**src/sv/rasg_pkg.sv**
```systemverilog
// Shared types, constants and config helpers for the 3-D ROI align sample generator.
// No dependencies; every other file imports this package.
package rasg_pkg;

  // Fixed-point and field widths
  localparam int FRAC_W     = 8;
  localparam int COORD_W    = 21;
  localparam int EXT_W      = 21;
  localparam int BIN_W      = 4;
  localparam int SUB_W      = 3;
  localparam int GRID_W     = 4;
  localparam int MULT_W     = 8;
  localparam int NUM_W      = EXT_W + MULT_W;
  localparam int DEN_W      = 9;
  localparam int POS_W      = NUM_W + 1;
  localparam int DIM_W      = 9;
  localparam int POOL_W     = 5;
  localparam int RATIO_W    = 4;
  localparam int LOW_W      = 8;
  localparam int FACT_W     = FRAC_W + 1;
  localparam int PAIR_W     = 2 * FACT_W;
  localparam int T_W        = LOW_W + DIM_W;
  localparam int WGT_W      = 25;
  localparam int BASE_W     = 24;
  localparam int CNT_W      = 10;
  localparam int CFG_IDX_W  = 3;
  localparam int CFG_DATA_W = 9;

  // Limits
  localparam int MAX_DIM    = 256;
  localparam int MAX_POOLED = 16;
  localparam int MAX_GRID   = 8;

  // Pipeline depths: 4 front stages, one per quotient bit, one locate stage
  localparam int AXIS_LAT = 4 + NUM_W + 1;
  localparam int PIPE_LAT = AXIS_LAT + 2;

  // Config register indexes
  localparam logic [CFG_IDX_W-1:0] REG_MAP_HEIGHT     = 3'd0;
  localparam logic [CFG_IDX_W-1:0] REG_MAP_WIDTH      = 3'd1;
  localparam logic [CFG_IDX_W-1:0] REG_MAP_DEPTH      = 3'd2;
  localparam logic [CFG_IDX_W-1:0] REG_POOLED_ROWS    = 3'd3;
  localparam logic [CFG_IDX_W-1:0] REG_POOLED_COLS    = 3'd4;
  localparam logic [CFG_IDX_W-1:0] REG_POOLED_SLICES  = 3'd5;
  localparam logic [CFG_IDX_W-1:0] REG_SAMPLING_RATIO = 3'd6;

  // Per-axis result handed from the axis pipe to the combine stages
  typedef struct packed {
    logic [LOW_W-1:0]  low;
    logic [FRAC_W-1:0] frac;
    logic              step;
    logic              outside;
    logic [GRID_W-1:0] grid;
    logic              in_grid;
  } axis_res_t;

  function automatic logic [DIM_W-1:0] eff_dim(input logic [DIM_W-1:0] d);
    if (d == '0) return DIM_W'(1);
    if (d > DIM_W'(MAX_DIM)) return DIM_W'(MAX_DIM);
    return d;
  endfunction

  function automatic logic [POOL_W-1:0] eff_pooled(input logic [POOL_W-1:0] p);
    if (p == '0) return POOL_W'(1);
    if (p > POOL_W'(MAX_POOLED)) return POOL_W'(MAX_POOLED);
    return p;
  endfunction

  function automatic logic [GRID_W-1:0] eff_ratio(input logic [RATIO_W-1:0] r);
    if (r > RATIO_W'(MAX_GRID)) return GRID_W'(MAX_GRID);
    return GRID_W'(r);
  endfunction

endpackage

```
**src/sv/rasg_div.sv**
```systemverilog
// Pipelined restoring divider, one quotient bit per stage.
// Depends on rasg_pkg for widths.
module rasg_div (
  input  logic                       clk,
  input  logic                       en,
  input  logic [rasg_pkg::NUM_W-1:0] num_i,
  input  logic [rasg_pkg::DEN_W-1:0] den_i,
  output logic [rasg_pkg::NUM_W-1:0] quo_o
);
  import rasg_pkg::*;

  logic [DEN_W-1:0] rem_r [NUM_W];
  logic [NUM_W-1:0] nq_r  [NUM_W];
  logic [DEN_W-1:0] den_r [NUM_W];

  for (genvar s = 0; s < NUM_W; s++) begin : g_stage
    logic [DEN_W-1:0] src_rem;
    logic [NUM_W-1:0] src_nq;
    logic [DEN_W-1:0] src_den;
    logic [DEN_W:0]   trial;
    logic [DEN_W:0]   diff;
    logic [DEN_W-1:0] rem_nxt;
    logic [NUM_W-1:0] nq_nxt;

    if (s == 0) begin : g_first
      assign src_rem = '0;
      assign src_nq  = num_i;
      assign src_den = den_i;
    end else begin : g_rest
      assign src_rem = rem_r[s-1];
      assign src_nq  = nq_r[s-1];
      assign src_den = den_r[s-1];
    end

    // shift in next numerator bit, subtract if it fits
    always_comb begin
      trial = {src_rem, src_nq[NUM_W-1]};
      diff  = trial - {1'b0, src_den};
      if (trial >= {1'b0, src_den}) begin
        rem_nxt = diff[DEN_W-1:0];
        nq_nxt  = {src_nq[NUM_W-2:0], 1'b1};
      end else begin
        rem_nxt = trial[DEN_W-1:0];
        nq_nxt  = {src_nq[NUM_W-2:0], 1'b0};
      end
    end

    always_ff @(posedge clk) begin
      if (en) begin
        rem_r[s] <= rem_nxt;
        nq_r[s]  <= nq_nxt;
        den_r[s] <= src_den;
      end
    end
  end

  assign quo_o = nq_r[NUM_W-1];

endmodule

```
**src/sv/rasg_axis.sv**
```systemverilog
// One axis: extent, grid count, sample numerator, divide, then clamp and locate.
// Depends on rasg_pkg and rasg_div.
module rasg_axis (
  input  logic                          clk,
  input  logic                          en,
  input  logic [rasg_pkg::COORD_W-1:0]  start_i,
  input  logic [rasg_pkg::COORD_W-1:0]  end_i,
  input  logic [rasg_pkg::BIN_W-1:0]    bin_i,
  input  logic [rasg_pkg::SUB_W-1:0]    sub_i,
  input  logic [rasg_pkg::POOL_W-1:0]   pooled_i,
  input  logic [rasg_pkg::GRID_W-1:0]   ratio_i,
  input  logic [rasg_pkg::DIM_W-1:0]    dim_i,
  output rasg_pkg::axis_res_t           res_o
);
  import rasg_pkg::*;

  localparam int ONE = 1 << FRAC_W;

  typedef struct packed {
    logic [COORD_W-1:0] start;
    logic [GRID_W-1:0]  grid;
    logic               in_grid;
  } side_t;

  // Stage A: extent forced to at least one voxel
  logic signed [COORD_W:0] diff;
  logic [EXT_W-1:0]        ext_nxt;
  logic [COORD_W-1:0]      start_a_r;
  logic [EXT_W-1:0]        ext_a_r;
  logic [BIN_W-1:0]        bin_a_r;
  logic [SUB_W-1:0]        sub_a_r;

  assign diff = $signed({end_i[COORD_W-1], end_i}) - $signed({start_i[COORD_W-1], start_i});
  assign ext_nxt = (diff < $signed((COORD_W+1)'(ONE))) ? EXT_W'(ONE) : diff[EXT_W-1:0];

  always_ff @(posedge clk) begin
    if (en) begin
      start_a_r <= start_i;
      ext_a_r   <= ext_nxt;
      bin_a_r   <= bin_i;
      sub_a_r   <= sub_i;
    end
  end

  // Stage B: grid = ratio, or ceil(ext / pooled) saturated at MAX_GRID
  logic [EXT_W-1:0]   thr;
  logic [GRID_W-1:0]  cnt;
  logic [GRID_W-1:0]  grid_nxt;
  logic [COORD_W-1:0] start_b_r;
  logic [EXT_W-1:0]   ext_b_r;
  logic [BIN_W-1:0]   bin_b_r;
  logic [SUB_W-1:0]   sub_b_r;
  logic [GRID_W-1:0]  grid_b_r;

  always_comb begin
    cnt = GRID_W'(1);
    thr = '0;
    for (int k = 1; k < MAX_GRID; k++) begin
      thr = (EXT_W'(k) * EXT_W'(pooled_i)) << FRAC_W;
      if (ext_a_r > thr) cnt = cnt + GRID_W'(1);
    end
    grid_nxt = (ratio_i != '0) ? ratio_i : cnt;
  end

  always_ff @(posedge clk) begin
    if (en) begin
      start_b_r <= start_a_r;
      ext_b_r   <= ext_a_r;
      bin_b_r   <= bin_a_r;
      sub_b_r   <= sub_a_r;
      grid_b_r  <= grid_nxt;
    end
  end

  // Stage C: multiplier 2*bin*grid + 2*sub + 1 and divisor 2*pooled*grid
  logic [BIN_W+GRID_W-1:0]  bg;
  logic [POOL_W+GRID_W-1:0] pg;
  logic [MULT_W-1:0]        m_nxt;
  logic [DEN_W-1:0]         den_nxt;
  logic [COORD_W-1:0]       start_c_r;
  logic [EXT_W-1:0]         ext_c_r;
  logic [MULT_W-1:0]        m_c_r;
  logic [DEN_W-1:0]         den_c_r;
  logic [GRID_W-1:0]        grid_c_r;
  logic                     ing_c_r;

  assign bg      = (BIN_W+GRID_W)'(bin_b_r) * (BIN_W+GRID_W)'(grid_b_r);
  assign pg      = (POOL_W+GRID_W)'(pooled_i) * (POOL_W+GRID_W)'(grid_b_r);
  assign m_nxt   = {bg[MULT_W-2:0], 1'b0} + MULT_W'({sub_b_r, 1'b0}) + MULT_W'(1);
  assign den_nxt = {pg[DEN_W-2:0], 1'b0};

  always_ff @(posedge clk) begin
    if (en) begin
      start_c_r <= start_b_r;
      ext_c_r   <= ext_b_r;
      m_c_r     <= m_nxt;
      den_c_r   <= den_nxt;
      grid_c_r  <= grid_b_r;
      ing_c_r   <= (GRID_W'(sub_b_r) < grid_b_r);
    end
  end

  // Stage D: numerator product
  logic [NUM_W-1:0] num_d_r;
  logic [DEN_W-1:0] den_d_r;
  side_t            side_d_r;

  always_ff @(posedge clk) begin
    if (en) begin
      num_d_r  <= NUM_W'(ext_c_r) * NUM_W'(m_c_r);
      den_d_r  <= den_c_r;
      side_d_r <= '{start: start_c_r, grid: grid_c_r, in_grid: ing_c_r};
    end
  end

  // Divide, with side data delayed alongside
  logic [NUM_W-1:0] quo;
  side_t            side_r [NUM_W];

  rasg_div u_div (
    .clk   (clk),
    .en    (en),
    .num_i (num_d_r),
    .den_i (den_d_r),
    .quo_o (quo)
  );

  always_ff @(posedge clk) begin
    if (en) begin
      side_r[0] <= side_d_r;
      for (int i = 1; i < NUM_W; i++) side_r[i] <= side_r[i-1];
    end
  end

  // Stage E: sample point, range check, clamp and split
  side_t              sd;
  logic signed [POS_W-1:0] pos;
  logic [POS_W-1:0]   posc;
  logic [POS_W-1:0]   lowfull;
  logic [DIM_W-1:0]   dim_m1;
  axis_res_t          res_nxt;

  always_comb begin
    sd      = side_r[NUM_W-1];
    pos     = $signed({{(POS_W-COORD_W){sd.start[COORD_W-1]}}, sd.start})
              + $signed({1'b0, quo});
    posc    = (pos < 0) ? '0 : pos;
    lowfull = posc >> FRAC_W;
    dim_m1  = dim_i - DIM_W'(1);
    res_nxt.grid    = sd.grid;
    res_nxt.in_grid = sd.in_grid;
    res_nxt.outside = (pos < -$signed(POS_W'(ONE)))
                   || (pos > $signed(POS_W'({dim_i, {FRAC_W{1'b0}}})));
    if (lowfull >= POS_W'(dim_m1)) begin
      res_nxt.low  = dim_m1[LOW_W-1:0];
      res_nxt.frac = '0;
      res_nxt.step = 1'b0;
    end else begin
      res_nxt.low  = lowfull[LOW_W-1:0];
      res_nxt.frac = posc[FRAC_W-1:0];
      res_nxt.step = 1'b1;
    end
  end

  always_ff @(posedge clk) begin
    if (en) res_o <= res_nxt;
  end

endmodule
```
**config.mk**
```make
export PLATFORM = sky130hd
export DESIGN_NAME = rasg_axis
export DESIGN_NICKNAME = d
export VERILOG_FILES = /design/src/sv/rasg_pkg.sv /design/src/sv/rasg_div.sv /design/src/sv/rasg_axis.sv
export SDC_FILE = /design/constraint.sdc
export NUM_CORES = 2
export LEC_CHECK = 0
export ABC_AREA = 1
export BUFFER_PORTS_ARGS = -buffer_cell sky130_fd_sc_hd__buf_2
export CORE_AREA = 2 2 461 463
export CTS_CLUSTER_SIZE = 24
export DETAILED_ROUTE_END_ITERATION = 10
export DIE_AREA = 0 0 463 465
export PLACE_DENSITY = 0.69
export SYNTH_ARGS = -nofsm -noshare
export SYNTH_HDL_FRONTEND = slang
export SYNTH_SLANG_ARGS = --single-unit
```
**constraint.sdc**
```tcl
create_clock -name clk -period 4.3 [get_ports clk]
set_clock_uncertainty 0.1 [all_clocks]
set_input_delay 0.86 -clock clk [delete_from_list [all_inputs] [get_ports clk]]
set_output_delay 0.86 -clock clk [all_outputs]
set_load 0.01 [all_outputs]
```
# After elaboration in Yosys (flattened, before gate mapping)
# Memories as Yosys holds them, arrays and structs flattened.
# Index checks and enable logic that the tools add are counted.
[classes] add_sub_neg=40 n_mul=7 n_lt_le_gt_ge=42 muxes=70 reduce_logical=3
[op_table] cell="10-bit by 9-bit greater-or-equal comparator with 1-bit output" count=28
[op_table] cell="9-bit 2-to-1 mux" count=29
[op_table] cell="9-bit subtractor" count=28
[op_table] cell="21-bit by 16-bit > comparator with 1-bit output" count=3
[op_table] cell="21-bit by 15-bit > comparator with 1-bit output" count=2
[op_table] cell="1-bit 2-to-1 mux" count=31
[op_table] cell="21-bit by 30-bit adder with 30-bit output" count=1
[op_table] cell="30-bit by 18-bit > comparator with 1-bit output" count=1
[op_table] cell="30-bit by 1-bit less-than comparator with 1-bit output (second input constant)" count=1
[op_table] cell="30-bit by 9-bit less-than comparator with 1-bit output (second input constant)" count=1
[op_table] cell="30-bit 2-to-1 mux" count=1
[op_table] cell="21-bit by 8-bit multiplier with 29-bit output" count=1
[op_table] cell="4-bit 2-to-1 mux" count=7
[op_table] cell="4-bit by 1-bit adder with 4-bit output (second input constant)" count=6
[op_table] cell="22-bit by 9-bit greater-or-equal comparator with 1-bit output" count=1
[op_table] cell="22-bit by 10-bit less-than comparator with 1-bit output (second input constant)" count=1
[op_table] cell="21-bit by 21-bit subtractor with 22-bit output" count=1
[op_table] cell="21-bit by 13-bit > comparator with 1-bit output" count=1
[op_table] cell="21-bit by 14-bit > comparator with 1-bit output" count=1
[op_table] cell="17-bit 2-to-1 mux" count=1
[op_table] cell="3-bit by 5-bit multiplier with 8-bit output (first input constant)" count=2
[op_table] cell="2-bit by 5-bit multiplier with 7-bit output (first input constant)" count=2
[op_table] cell="1-bit by 9-bit greater-or-equal comparator with 1-bit output" count=1
[op_table] cell="1-bit by 9-bit subtractor with 9-bit output" count=1
[op_table] cell="10 further kinds" count=10
[totals] regBits=251 mem_bits_rw=2117 inputBits=69 output_inout_bits=23 wordCells=192 memories=4
[memory_table] memory="u_div.nq_r" words=29 width=29 read_ports=29 rd_clocked_by_memory_dff=0 write_ports=29 line="rasg_div.sv:13" text="logic [NUM_W-1:0] nq_r [NUM_W];"
[memory_table] memory="side_r" words=29 width=26 read_ports=29 rd_clocked_by_memory_dff=0 write_ports=29 line="rasg_axis.sv:118" text="side_t side_r [NUM_W];"
[memory_table] memory="u_div.den_r" words=29 width=9 read_ports=28 rd_clocked_by_memory_dff=0 write_ports=29 line="rasg_div.sv:14" text="logic [DEN_W-1:0] den_r [NUM_W];"
[memory_table] memory="u_div.rem_r" words=29 width=9 read_ports=28 rd_clocked_by_memory_dff=0 write_ports=29 line="rasg_div.sv:12" text="logic [DEN_W-1:0] rem_r [NUM_W];"

# Longest topological paths before layout
[depth] word_depth=15 depth_mapped=31 mapped_depth_nobuf=31

# Hierarchy
# From an unflattened synthesis, not the netlist that was laid out.
[hier_totals] cells_unflattened=7895 area_unflattened_um2=102963.8
[by_module_without_submodules] mod="rasg_div" n_inst=1 cells_each=4786 area_per_inst_um2=59733.5 seq_area_each_um2=40388.7
[by_module_without_submodules] mod="rasg_axis" n_inst=1 cells_each=3109 area_per_inst_um2=43230.2 seq_area_each_um2=30148.9

# Worst setup path before layout
# No wires, ideal clock.
[synth_timing] path_type="register -> register" startpoint="reg m_c_r[7]" endpoint="reg num_d_r[28] (data pin)" setup_ns=0.260 t_arrival_ns=4.380 required_time_ns=3.940 setup_slack_ns=-0.440 path_stages_with_launch=19 path_buffers=1 period_less_slack_ns=4.740 path_cell_list="edfxtp_1 clkbuf_1 nand2_1 fa_1 fa_1 inv_1 fa_1 fa_1 ha_1 a21o_1 a21oi_1 nor2_1 nor2_1 nand2_1 a21boi_0 o21bai_1 nand3_1 nand2_1 xor2_1"
[synth_between] elab_chain_len=1
[synth_lines] item="from (decl)" line="rasg_axis.sv:82" text="logic [MULT_W-1:0] m_c_r;"
[synth_lines] item="from (signal assigned)" line="rasg_axis.sv:96" text="m_c_r <= m_nxt;"
[synth_lines] item="21-bit by 8-bit multiplier with 29-bit output" line="rasg_axis.sv:110" text="num_d_r <= NUM_W'(ext_c_r) * NUM_W'(m_c_r);"
[synth_lines] item="to (signal assigned)" line="rasg_axis.sv:110"
[synth_lines] item="to (decl)" line="rasg_axis.sv:104" text="logic [NUM_W-1:0] num_d_r;"
# No other way between the ends.
# A chain may end at the register's enable or synchronous reset.

# Final worst setup path
[layout_timing] startpoint="reg m_c_r[6]" endpoint="reg num_d_r[20] (data pin)"
# Same word-level chain as after synthesis.

==> flow_summary.ini <==
[critical_path]
r2r_cells = 17
reg2reg_from = m_c_r[6]
max_stage_delay_ps = 570
worstSetupEndpointType = flop
start_kind = flop
crit_chain = buf_6, nand2_1, fa_1, fa_1, inv_1, fa_1, fa_1, ha_4, a21o_1, a21oi_2, nor2_2, nor2_2, nand2_2, a21boi_4, o21bai_4, buf_4, xor2_1
critPathCapture = num_d_r[20]
reg2reg_slack_ps = -250
path_max_fanout = 6
critical_path_class = reg2reg
required_ps = 4770
critPathSlowestCell = fa_1
cp.arrival_ps = 5020
crit_top_cell = fa_1
crit_start = m_c_r[6]
r2r-end = num_d_r[20]

[pwr]
pwr-share-clk = 0.253
power_mw = 73.0
ir_drop_mv = 0.866
p_switching_mw = 22.4
internal_power_mw = 50.6
sequentialPowerShare = 0.412
power.density_nw_per_um2 = 680
switching_share = 0.307
leakagePower_nw = 42.4
combPwrFrac = 0.335

[timing]
rsz0062_at_grt = yes
timing.fmax_mhz = 220
fin_ws_ps = -252
hold_viol_final = 0
layout_min_cycle_time_ps = 4550
fin_hold_ws_ps = 120
setup_viol = 17
relSlewSlack = 0.457
worst_pin_slew_ps = 815
finalMaxSlewViolations = 0
fin_crit_sh = 1.06

[detailed_routing]
vias_per_cell = 4.74
route.met2.wl_um = 72800
met3WireLength_um = 4820
dr.pass1.iters = 8
wire_per_inst_um = 14.7
drt-initial-drc-count = 3091
routed.top_layer = met4
routed_wl_um = 144000
drc = 0
drtAntennaViolNets = 0
vias = 46475
wl_met1_um = 60700

[clock_network]
clkLatencyLatePin_ps = 820
h-tree-depth = 4
holdBufCountCts = 0
cts_sinks = 2321
cts.path.max_buffers = 3
cts_inserted_buffers = 222
cts.clk_slew.worst_paths_ps = 60
clk_root_buffer_cell = clkbuf_16
cts_tree = done

[yosys]
yosys_warnings = 0
ys.flop_type = edfxtp_1
yosysTopAreaCell = edfxtp_1
async_reset_ff_frac = 0
synthTopCellsByCount = edfxtp_1, inv_1, nand2_1, a21oi_1, nor2_1
syn_area_per_cell_um2 = 14.9
yosysTopAreaCellShare = 0.741
ys_top_cells_by_area = edfxtp_1, ha_1, inv_1
ys_seq_elements = 2321
post-synth-top-count-cell = edfxtp_1
synth_edf_count = 2321
syn-num-nets = 6984
syn_area_um2 = 94100
ys_seq_area_frac = 0.741
ys_types = 44
syn-instance-count = 6324

[cells_and_area]
area_growth_pct = 14.2
multiInputGateArea_um2 = 21300
register_area_um2 = 69700
final_cells = 9798
drive_gt1_frac = 0.114
final_util = 0.510
nets = 7454
fillers = 17235

[place]
io_buffers = 91
dp.cells = 9379
dp_hpwl_um = 97700
gp_congestion = 0.855

[worst_hold_path]
hold_path_class = in2reg

[global_route]
grt_pass1_wl_um = 236000
grt_pass1_vias = 47662
antenna_found_initial = 2
grt_start_max_net_pins = 136
track_usage = 0.134
overflow = 0

[floorplanning]
die_area_um2 = 215000
core_um2 = 211000
die_w_um = 463
io_pins = 92
die_y_um = 465
initial_core_util = 0.446
rows = 169

[run_status]
violations = setup timing
status = complete, but fails checks

[flow_run]
max_cap_violations = 0
==> final cells by class <==
cell class                 instances  share of cell area
antenna                            1           0.0000233
clock buffer                     270              0.0538
clock inverter                   136              0.0117
inverter                         880              0.0307
multi-input combinational       3042               0.198
sequential                      2321               0.649
tap                             2821              0.0329
timing repair buffer             327              0.0241
==> metrics by stage <==
step / setup WS (ps) / instance area [um^2] / setup TNS, ps
finish: -252 / 107000 / -2450
CTS: -255 / 107000 / -2300
floorplan: -257 / 94300 / -746
detailed placement: -675 / 99900 / -6620
global placement: -656 / 99900 / -5560
global route: -414 / 107000 / -5360
==> layout by cell type (no fill, tap or decap), types with 12 or more instances in the layout <==
master     count
nand3_1      121
nand2_2       23
o211ai_1      31
buf_12        26
o21ai_0      122
inv_2         14
clkinv_1      57
nand2_1      782
nor2_1       427
o21bai_1      32
nand3b_1      12
a21oi_2       17
ha_1         411
clkbuf_1      46
inv_1        866
xor2_1       158
ha_4          15
clkinv_2      35
buf_4        204
nor3_1        51
fa_1         159
xnor2_1       76
clkbuf_16    225
buf_2         91
bufinv_16     16
a21oi_1      424
nand4_1       32
nor2_2        32
edfxtp_1    2321
or2_2         18
==> what timing repair did <==
| action | in CTS | in global routing |
|---|---|---|
| endpoints found under the setup margin | 18 | 39 |
| endpoints found under the hold margin | 0 | 0 |
| pin swaps | 21 | 30 |
| gates cloned | 1 | 1 |
| gates resized for setup | 52 | 34 |
| setup buffers | 7 | 3 |
==> worst max-delay path, delay by kind of cell (launching register included) <==
kind / cells / cell delay (ps)
DFF: 1 / 440
xor gates and xnor gates: 1 / 140
AOI/OAI and AO/OA: 4 / 700
buffers and inverters: 3 / 370
adders and majority gates: 5 / 2270
and+or+nand+nor: 4 / 310
==> worst min path at each step <==
stage	to	startpoint	cells after the start	slack, ps
2_1_floorplan	bin_b_r[0]	bin_a_r[0]	0	300
3_3_place_gp	u_div.nq_r[0][93]	u_div.nq_r[0][63]	0	300
3_5_place_dp	ext_c_r[4]	ext_b_r[4]	0	300
4_1_cts	bin_a_r[3]	bin_i[3]	1	40
5_1_grt	bin_a_r[3]	bin_i[3]	1	60
6_report	sub_a_r[0]	sub_i[0]	1	120
==> state kept, by name, summed over array words and instances, names as in the netlist, 8 cells and up <==
signal,flops
side_r,754
u_div.den_r,224
ext_a_r,21
side_d_r,26
res_o,23
ext_c_r,21
den_c_r,8
ext_b_r,21
u_div.nq_r,841
start_a_r,21
start_b_r,21
start_c_r,21
u_div.rem_r,252
den_d_r,8
num_d_r,29
==> layer usage <==
metal  track usage  vias up
li1              -    23113
met1         0.162    22296
met2         0.236      751
met3        0.0236      315
met4        0.0546        0
met5             0        -
==> cells by family after synthesis <==
family,Yosys count,share of synthesized area
AOI/OAI and AO/OA,675,0.0386
buffers and inverters,961,0.0390
DFF,2321,0.741
xor gates and xnor gates,239,0.0224
and+or+nand+nor,1537,0.0677
adders and majority gates,591,0.0915
==> power groups by stage <==
| stage | Sequential [mW] | Clock, mW | Combinational, mW |
|---|---|---|---|
| after global placement | 30.5 | 0 | 21.2 |
| after CTS | 30.1 | 19.1 | 23.9 |
| after detailed placement | 30.6 | 0 | 21.8 |
| after floorplan | 30.1 | 0 | 14.3 |
| after global routing | 30.3 | 19.9 | 27.4 |
| final | 30.1 | 18.5 | 24.5 |
(Power assumes the default switching activity.)
